### src/nmd_pkg.sv
// Shared types and constants of the neighbour median denoiser.
`timescale 1ns / 1ps
`default_nettype none

package nmd_pkg;

  localparam int unsigned PIX_W      = 8;
  localparam int unsigned COORD_W    = 10;
  localparam int unsigned CFG_W      = 11;
  localparam int unsigned CFG_IDX_W  = 2;
  localparam int unsigned NEIGHBOURS = 8;
  localparam int unsigned WIN_TAPS   = 9;
  localparam int unsigned MIN_DIM    = 3;
  localparam int unsigned MAX_DIM    = 1 << COORD_W;
  localparam int unsigned RST_WIDTH  = 640;
  localparam int unsigned RST_HEIGHT = 480;
  localparam int unsigned QDEPTH     = 8;

  // Configuration register indexes
  localparam logic [CFG_IDX_W-1:0] REG_FRAME_WIDTH  = CFG_IDX_W'(0);
  localparam logic [CFG_IDX_W-1:0] REG_FRAME_HEIGHT = CFG_IDX_W'(1);

  // Result slots of one input pixel, in emission order
  localparam logic [2:0] RES_CENTER   = 3'b001;
  localparam logic [2:0] RES_ROW_END  = 3'b010;
  localparam logic [2:0] RES_LAST_ROW = 3'b100;

  typedef logic [NEIGHBOURS-1:0][PIX_W-1:0] nbhd_t;

  typedef struct packed {
    logic [COORD_W-1:0] row;
    logic [COORD_W-1:0] col;
    logic [COORD_W-1:0] wm1;
    logic [PIX_W-1:0]   pix;
    logic               last_col;
    logic               last_row;
  } item_t;

  typedef struct packed {
    item_t            it;
    logic [PIX_W-1:0] center;
    logic [PIX_W-1:0] above;
  } ctx_t;

  typedef struct packed {
    logic [COORD_W-1:0] row;
    logic [COORD_W-1:0] col;
    logic [COORD_W-1:0] wm1;
    logic [PIX_W-1:0]   p0;
    logic               rep0;
    logic [PIX_W-1:0]   p1;
    logic [PIX_W-1:0]   p2;
    logic [2:0]         mask;
    logic               last_col;
  } entry_t;

endpackage

`default_nettype wire

### src/nmd_median.sv
// Two-stage sorting network: mean of the 4th and 5th smallest of eight neighbours.
`timescale 1ns / 1ps
`default_nettype none

module nmd_median import nmd_pkg::*; (
  input  logic             clk_i,
  input  nbhd_t            nb_i,
  output logic [PIX_W-1:0] med_o
);

  nbhd_t            part_d, part_q;
  logic [PIX_W-1:0] med_d, med_q;

  // returns {high, low}
  function automatic logic [2*PIX_W-1:0] cas(logic [PIX_W-1:0] a, logic [PIX_W-1:0] b);
    return (a > b) ? {a, b} : {b, a};
  endfunction

  // odd-even merge sort, layers 1 to 3
  always_comb begin
    nbhd_t x;
    x = nb_i;
    {x[1], x[0]} = cas(x[0], x[1]);
    {x[3], x[2]} = cas(x[2], x[3]);
    {x[5], x[4]} = cas(x[4], x[5]);
    {x[7], x[6]} = cas(x[6], x[7]);
    {x[2], x[0]} = cas(x[0], x[2]);
    {x[3], x[1]} = cas(x[1], x[3]);
    {x[6], x[4]} = cas(x[4], x[6]);
    {x[7], x[5]} = cas(x[5], x[7]);
    {x[2], x[1]} = cas(x[1], x[2]);
    {x[6], x[5]} = cas(x[5], x[6]);
    part_d = x;
  end

  // layers 4 and 5; the last layer only orders pairs 1/2, 3/4 and 5/6, which the sum does not need
  always_comb begin
    nbhd_t          y;
    logic [PIX_W:0] sum;
    y = part_q;
    {y[4], y[0]} = cas(y[0], y[4]);
    {y[5], y[1]} = cas(y[1], y[5]);
    {y[6], y[2]} = cas(y[2], y[6]);
    {y[7], y[3]} = cas(y[3], y[7]);
    {y[4], y[2]} = cas(y[2], y[4]);
    {y[5], y[3]} = cas(y[3], y[5]);
    sum   = {1'b0, y[3]} + {1'b0, y[4]};
    med_d = sum[PIX_W:1];
  end

  always_ff @(posedge clk_i) begin
    part_q <= part_d;
    med_q  <= med_d;
  end

  assign med_o = med_q;

endmodule

`default_nettype wire

### config.mk
export PLATFORM = sky130hd
export DESIGN_NAME = nmd_median
export DESIGN_NICKNAME = d
export VERILOG_FILES = /design/src/nmd_pkg.sv /design/src/nmd_median.sv
export SDC_FILE = /design/constraint.sdc
export NUM_CORES = 1
export LEC_CHECK = 0
export BUFFER_PORTS_ARGS = -buffer_cell sky130_fd_sc_hd__buf_2
export CAP_MARGIN = 20
export CORE_MARGIN = 2
export CORE_UTILIZATION = 35
export CTS_CLUSTER_DIAMETER = 80
export DETAILED_ROUTE_END_ITERATION = 12
export GPL_TIMING_DRIVEN = 0
export HOLD_SLACK_MARGIN = 0.02
export SYNTH_ARGS = -nofsm -noshare
export SYNTH_HDL_FRONTEND = slang
export SYNTH_SLANG_ARGS = --single-unit
### constraint.sdc
create_clock -name clk_i -period 9.5 [get_ports clk_i]
set_input_delay 1.9 -clock clk_i [delete_from_list [all_inputs] [get_ports clk_i]]
set_output_delay 1.9 -clock clk_i [all_outputs]
set_load 0.01 [all_outputs]
==> results of run 1 <==
==> state kept, by name, indices dropped and copies added, names as in the netlist <==
name / flops
part_q: 64
med_o: 8
==> worst max-delay path, delay by kind of cell <==
kind	cells	cell delay (ns)
fa+ha+maj	3	0.91
mux	2	0.67
buf+inv	6	1.55
compound gates	14	2.70
simple gates	6	0.92
==> path summary, 6_finish.rpt <==
path | start | to | slack [ns] | cells after the start
worst max-delay path | nb_i[61] | part_q[47] | 1.07 | 31
worst min-delay path | part_q[55] | med_o[7] | 0.88 | 4
worst max register to register | part_q[7] | med_o[6] | 3.96 | 16
worst min register to register | part_q[55] | med_o[7] | 0.88 | 4
==> through the flow <==
stage                     power (uW)  setup slack, ns  utilization, %  hold WS (ns)  instances
after CTS                       3540             1.07            40.7         0.893       1203
after global routing            3910            0.507            40.7         0.960       1203
after global placement          3160            0.793            39.3         0.850       1187
after detailed placement        3200            0.771            39.3         0.890       1187
final                           3520             1.07            40.7         0.884       1203
after floorplan                 2640             1.90               -         0.762        845
==> power breakdown <==
group | leakage, uW | total, uW | switching, uW | internal, uW
clock | 0.000135 | 320 | 138 | 181
sequential | 0.000607 | 553 | 79.1 | 474
combinational | 0.00367 | 2640 | 1450 | 1190
total | 0.00441 | 3520 | 1670 | 1850
==> routing by layer <==
layer	up-vias	GRT usage, %
met3	18	2.61
li1	3170	-
met2	95	27.5
met5	-	0
met4	0	3.76
met1	2723	22.7
==> cells by family (layout without fill, tap and decap cells) <==
family / Yosys count / after routing / share of synthesized area, %
compound gates: 180 / 180 / 15.8
mux: 157 / 157 / 22.6
simple gates: 151 / 151 / 10.5
buf+inv: 147 / 235 / 7.99
fa+ha+maj: 131 / 131 / 22.6
flops: 72 / 72 / 19.8
xor+xnor: 7 / 7 / 0.840
==> final cells by class <==
cell class              count  area (um^2)  share of cell area (%)
plain buffers              17         95.1                    1.15
clock buffers               9          225                    2.72
clock inverters             7         61.3                   0.740
inverters                 130          488                    5.89
multi-input cells         626         5270                    63.7
flip-flops and latches     72         1440                    17.4
well taps                 270          338                    4.08
repair buffers             72          360                    4.35
==> cell usage in the layout, fill, tap and decap left out, types with 15 or more instances in the layout <==
cell type and n:
a21o_1 18, a21oi_1 85, buf_2 72, dfxtp_1 72
ha_1 129, inv_1 130, mux2_2 33, mux2i_1 116
nand2_1 29, nand4_1 15, nor2_1 55, o21ai_0 23
==> impl_metrics.json, run 1 <==
{
  "status": "finished, final reports clean",
  "overflow": 0,
  "core_um2": 20400,
  "clk_pin_slew_ns": 0.06,
  "fin_skew_ns": 0.00637,
  "area_growth_pct": 13.5,
  "drtIter0Drc": 210,
  "die_w_um": 148,
  "clockBufferDepth": 2,
  "wl_per_cell_um": 14.8,
  "rsz0062_at_grt": "false",
  "track_usage_pct": 16.6,
  "cpPeakStageDelay_ns": 0.57,
  "ys_seq_area_share_pct": 19.8,
  "io_buffer_count": 72,
  "gp_congestion": 0.884,
  "fmax_mhz": 119,
  "wl_met3_um": 565,
  "h-tree-depth": 3,
  "finalNetCount": 1123,
  "die_height_um": 148,
  "synth_nets": 1040,
  "yosysTopAreaCellShare_pct": 22.1,
  "row_count": 52,
  "synth_area_leaders": "ha_1, dfxtp_1, mux2i_1",
  "max_slew_margin_pct": 23.7,
  "synth.cell_area_um2": 7300,
  "drc": 0,
  "critical_path_class": "in -> reg",
  "postRouteAntennaNets": 0,
  "drive_gt1_share_pct": 16.4,
  "synth_seq_cells": 72,
  "initial_utilization_pct": 35.8,
  "dr_wl_met2_um": 8100,
  "antenna_found_initial": 0,
  "synth_edf_count": 0,
  "cp_common_cell": "a21oi_1",
  "slew_violations": 0,
  "numCtsBuffers": 9,
  "cts_root_buffer": "clkbuf_16",
  "n_antenna_cell": 0,
  "grt_max_degree": 16,
  "max_cap_violations": 0,
  "p_leak_uw": 0.00441,
  "crit_path_top_delay_cell": "a21oi_1",
  "routed_via_density": 4.99,
  "hold_viol": 0,
  "cp-end-kind": "flip-flop",
  "synthTopCellsByCount": "inv_1, ha_1, mux2i_1",
  "post_cts_buffers": 0,
  "yosys_warnings": 0,
  "setup_tns_ns": 0,
  "period_needed_ns": 8.43,
  "stdcell_area_um2": 8280,
  "crit_required_ns": 9.74,
  "clk_latency_ns": 0.34,
  "wl_um": 17800,
  "worstPathArrival_ns": 8.67,
  "pin_count": 73,
  "worst_setup_path_start_kind": "primary input",
  "fin_crit_sh_pct": 88.7,
  "hpwl_um": 15400,
  "hold_buffers": 0,
  "synth_cell_types": 63,
  "setup_viol": 0,
  "synthFlopType": "dfxtp_1",
  "syn_inst": 845,
  "grt_first_pass_wirelength_um": 28800,
  "grt_pass1_vias": 5812,
  "yosysMostFrequentCell": "inv_1",
  "power_density_nw_per_um2": 425,
  "dieArea_um2": 22000,
  "cts_resized": 0,
  "drt_pass1_iterations": 4,
  "via_count": 6006,
  "cts_tree": "built",
  "worst_pin_slew_ns": 1.14,
  "fillCellCount": 2075,
  "clock_sink_count": 72,
  "peakVddDrop_v": 0.000240,
  "async_reset_ff_share_pct": 0,
  "cp_max_fo": 10,
  "placed_area_um2": 7990,
  "min_path_type": "reg -> reg",
  "met1Wirelength_um": 8960,
  "synth.avg_cell_area_um2": 8.63,
  "synth_area_leader_cell": "ha_1",
  "top_layer_used": "met4"
}
No activity file was read; power rests on OpenSTA's default activity.
==> run 2, diff against run 1 <==
- GPL_TIMING_DRIVEN: 0 -> not set
- PLACE_DENSITY_LB_ADDON: not set -> 0.2
==> impl_metrics.json, run 2 (synthesis gave the netlist of run 1 again) <==
{
  "status": "finished, final reports clean",
  "wl_per_cell_um": 15.2,
  "routed_via_density": 4.92,
  "drive_gt1_share_pct": 16.9,
  "cp-end-kind": "flip-flop",
  "r2r_cells": 18,
  "post_cts_buffers": 0,
  "hold_buffers": 0,
  "die_height_um": 148,
  "max_slew_margin_pct": 32.1,
  "p_leak_uw": 0.00441,
  "rsz0062_at_grt": "false",
  "clk_latency_ns": 0.34,
  "grt_pass1_vias": 5719,
  "gp_congestion": 0.817,
  "worst_pin_slew_ns": 1.02,
  "cts_tree": "built",
  "fmax_mhz": 124,
  "overflow": 0,
  "reg2reg_to": "med_o[6]",
  "row_count": 52,
  "fin_skew_ns": 0.00747,
  "cp_common_cell": "a21oi_1",
  "finalNetCount": 1111,
  "top_register": "part_q",
  "cts_root_buffer": "clkbuf_16",
  "worst_setup_path_start_kind": "primary input",
  "grt_max_degree": 27,
  "slew_violations": 0,
  "max_cap_violations": 0,
  "drc": 0,
  "rrSetupSlack_ns": 4.25,
  "grt_first_pass_wirelength_um": 29500,
  "timing.rr.start": "part_q[39]",
  "clockBufferDepth": 2,
  "place_inst": 1173,
  "min_path_type": "reg -> reg",
  "min_from": "part_q[55]",
  "area_growth_pct": 12.9,
  "n_antenna_cell": 0,
  "utilization_pct": 40.4,
  "wl_um": 18100,
  "hpwl_um": 15700,
  "fin_cells": 1191,
  "io_buffer_count": 72,
  "dieArea_um2": 22000,
  "cts_resized": 0,
  "clock_sink_count": 72,
  "peakVddDrop_v": 0.000291,
  "antenna_found_initial": 0,
  "setup_viol": 0,
  "whs_path_depth": 4,
  "pin_count": 73,
  "hold_end": "med_o[7]",
  "die_w_um": 148,
  "hold_viol": 0,
  "largest_reg_flops": 64,
  "final_common_cell": "inv_1",
  "crit_required_ns": 9.73,
  "stdcell_area_um2": 8240,
  "period_needed_ns": 8.04,
  "fin_crit_sh_pct": 84.6,
  "cp_max_fo": 23,
  "h-tree-depth": 3,
  "clk_pin_slew_ns": 0.06,
  "holdWs_ns": 0.840,
  "crit_path_top_delay_cell": "a21oi_2",
  "core_um2": 20400,
  "setup_tns_ns": 0,
  "numCtsBuffers": 9,
  "power_density_nw_per_um2": 427,
  "cpPeakStageDelay_ns": 0.74,
  "placed_area_um2": 7930,
  "drtIter0Drc": 242,
  "final_cell_mix": "inv_1, ha_1, mux2i_1, a21oi_1",
  "worstPathArrival_ns": 8.27,
  "postRouteAntennaNets": 0,
  "initial_utilization_pct": 35.8,
  "critical_path_class": "in -> reg",
  "via_count": 5858,
  "track_usage_pct": 17.1,
  "drt_pass1_iterations": 4
}
==> run 2: cell types whose count changed in the layout (fill, tap and decap cells not counted), sizes merged <==
cell / delta
buf: -2
clkbuf: -10
inv: +1
clkinv: +1
clkinvlp: -2
==> run 2: how the worst max path moves through the flow <==
stage                        start          to  slack [ns]
after floorplan           nb_i[57]  part_q[44]        1.90
after global placement    nb_i[38]  part_q[42]        1.24
after detailed placement  nb_i[46]  part_q[50]        1.12
after CTS                 nb_i[46]  part_q[50]        1.49
after global routing      nb_i[46]  part_q[50]        0.89
final                     nb_i[46]  part_q[50]        1.46
==> run 2: layout make-up <==
type	instances	area [um^2]
timing repair buffer	77	398
sequential	72	1440
multi-input combinational	626	5280
fill	2091	12100
tap	270	338
clock buffer	9	225
clock inverter	7	71.3
inverter	130	488
==> run 2: critical path, delay by kind of cell <==
family	cells	cell delay, ns
muxes	2	0.86
adders and majority gates	3	0.89
AOI/OAI and AO/OA	14	2.77
buffers and inverters	3	0.22
and+or+nand+nor	6	1.64
==> run 2: per-layer routing <==
metal	part of all wire [%]	up-vias	routed length, um	global-route usage [%]
li1	-	3143	-	-
met1	50	2641	9110	23.0
met2	47	66	8510	29.6
met3	2.2	8	392	2.48
met4	0.70	0	127	3.00
met5	0	-	0	0
==> run 2: per-stage QoR <==
stage,worst slack (ns),total power [uW]
floorplan,1.90,2640
global placement,1.24,3180
detailed placement,1.12,3190
CTS,1.49,3530
global route,0.894,3940
finish,1.46,3520
==> run 2: power breakdown <==
group | switching [uW] | leakage, uW | internal, uW
clock | 147 | 0.000146 | 185
sequential | 86.8 | 0.000607 | 474
combinational | 1440 | 0.00365 | 1190
==> run 3, diff against run 2 <==
- clock period: 9.5 -> 8.3 ns (I/O delays scaled with it)
==> impl_metrics.json, run 3 (synthesis gave the netlist of run 1 again) <==
{
  "clk_latency_ns": 0.34,
  "via_count": 5998,
  "worst_setup_path_start_kind": "primary input",
  "setup_tns_ns": 0,
  "clockBufferDepth": 2,
  "cp_max_fo": 19,
  "fin_skew_ns": 0.00719,
  "setup_viol": 0,
  "cts_root_buffer": "clkbuf_16",
  "utilization_pct": 40.5,
  "hold_buffers": 0,
  "place_inst": 1177,
  "stdcell_area_um2": 8250,
  "die_w_um": 148,
  "worst_pin_slew_ns": 1.02,
  "rsz0062_at_grt": "false",
  "crit_required_ns": 8.53,
  "crit_family": "compound AO/OA/AOI/OAI gates",
  "fillCellCount": 2077,
  "finalNetCount": 1115,
  "drt_pass1_iterations": 4,
  "core_um2": 20400,
  "final_common_cell": "inv_1",
  "clock_sink_count": 72,
  "fmax_mhz": 137,
  "slew_violations": 0,
  "area_growth_pct": 13.1,
  "row_count": 52,
  "fin_cells": 1195,
  "pin_count": 73,
  "max_cap_violations": 0,
  "gp_congestion": 0.864,
  "crit_path_top_delay_cell": "o21a_1",
  "wl_um": 18600,
  "grt_first_pass_wirelength_um": 29900,
  "io_buffer_count": 72,
  "p_leak_uw": 0.00442,
  "hpwl_um": 16000,
  "dieArea_um2": 22000,
  "period_needed_ns": 7.30,
  "postRouteAntennaNets": 0,
  "die_height_um": 148,
  "overflow": 0,
  "track_usage_pct": 17.5,
  "placed_area_um2": 7960,
  "drtIter0Drc": 288,
  "initial_utilization_pct": 35.8,
  "antenna_found_initial": 0,
  "drc": 0,
  "power_density_nw_per_um2": 488,
  "drive_gt1_share_pct": 17.2,
  "largest_reg_flops": 64,
  "cpPeakStageDelay_ns": 0.58,
  "final_cell_mix": "inv_1, ha_1, mux2i_1, a21oi_1",
  "numCtsBuffers": 9,
  "status": "finished, final reports clean",
  "fin_crit_sh_pct": 87.9,
  "cts_tree": "built",
  "grt_max_degree": 27,
  "hold_viol": 0,
  "h-tree-depth": 3,
  "critical_path_class": "in -> reg",
  "wl_per_cell_um": 15.6,
  "post_cts_buffers": 0,
  "routed_via_density": 5.02,
  "cts_resized": 0,
  "grt_pass1_vias": 5845,
  "top_register": "part_q",
  "worstPathArrival_ns": 7.52,
  "min_path_type": "reg -> reg",
  "n_antenna_cell": 0,
  "max_slew_margin_pct": 32.1,
  "clk_pin_slew_ns": 0.06,
  "cp.buffers_inverters": 5,
  "cp-end-kind": "flip-flop",
  "peakVddDrop_v": 0.000286
}
-- run 3: cell types whose count changed in the layout (fill, tap and decap cells not counted), sizes merged --
cell | before | now
buf | 77 | 81
inv | 135 | 131
clkbuf | 9 | 11
clkinv | 2 | 4
-- run 3: path summary, 6_finish.rpt --
kind,from,to,slack (ns),cells past startpoint
max,nb_i[9],part_q[10],1.00,27
min,part_q[55],med_o[7],0.86,4
max reg2reg,part_q[39],med_o[6],3.13,17
min reg2reg,part_q[55],med_o[7],0.86,4
-- run 3: power breakdown --
group / total, uW / switching, uW / internal, uW
Clock: 359 / 147 / 212
Combinational: 3020 / 1660 / 1370
Sequential: 644 / 102 / 542
Total: 4030 / 1900 / 2120
-- run 3: worst register-to-register path, delay by kind of cell (launching register included) --
kind / cells / cell delay [ns]
AOI/OAI and AO/OA: 6 / 2.12
adders and majority gates: 3 / 0.82
buffers and inverters: 1 / 0.04
DFF: 1 / 0.33
muxes: 2 / 0.87
and+or+nand+nor: 5 / 0.88
-- run 3: area by class of cell --
| cell class | instances | area (um^2) | area share [%] |
|---|---|---|---|
| repair buffers | 81 | 428 | 5.18 |
| clock inverters | 5 | 40.0 | 0.485 |
| inverters | 130 | 488 | 5.91 |
| flip-flops and latches | 72 | 1440 | 17.5 |
| clock buffers | 11 | 243 | 2.94 |
| multi-input cells | 626 | 5280 | 63.9 |
| well taps | 270 | 338 | 4.09 |
-- run 3: metal layers --
layer | track usage [%] | vias up | share of wire (%)
li1 | - | 3159 | -
met1 | 23.4 | 2718 | 49
met2 | 28.9 | 98 | 46
met3 | 2.48 | 23 | 2.9
met4 | 5.86 | 0 | 1.9
met5 | 0 | - | 0
-- run 3: per-stage QoR --
step | hold WS [ns] | setup slack (ns) | total power, uW
4_1_cts | 0.870 | 1.02 | 4040
2_1_floorplan | 0.762 | 0.941 | 3020
3_3_place_gp | 0.860 | 0.719 | 3640
3_5_place_dp | 0.859 | 0.672 | 3660
6_report | 0.859 | 1.00 | 4030
5_1_grt | 0.962 | 0.533 | 4520
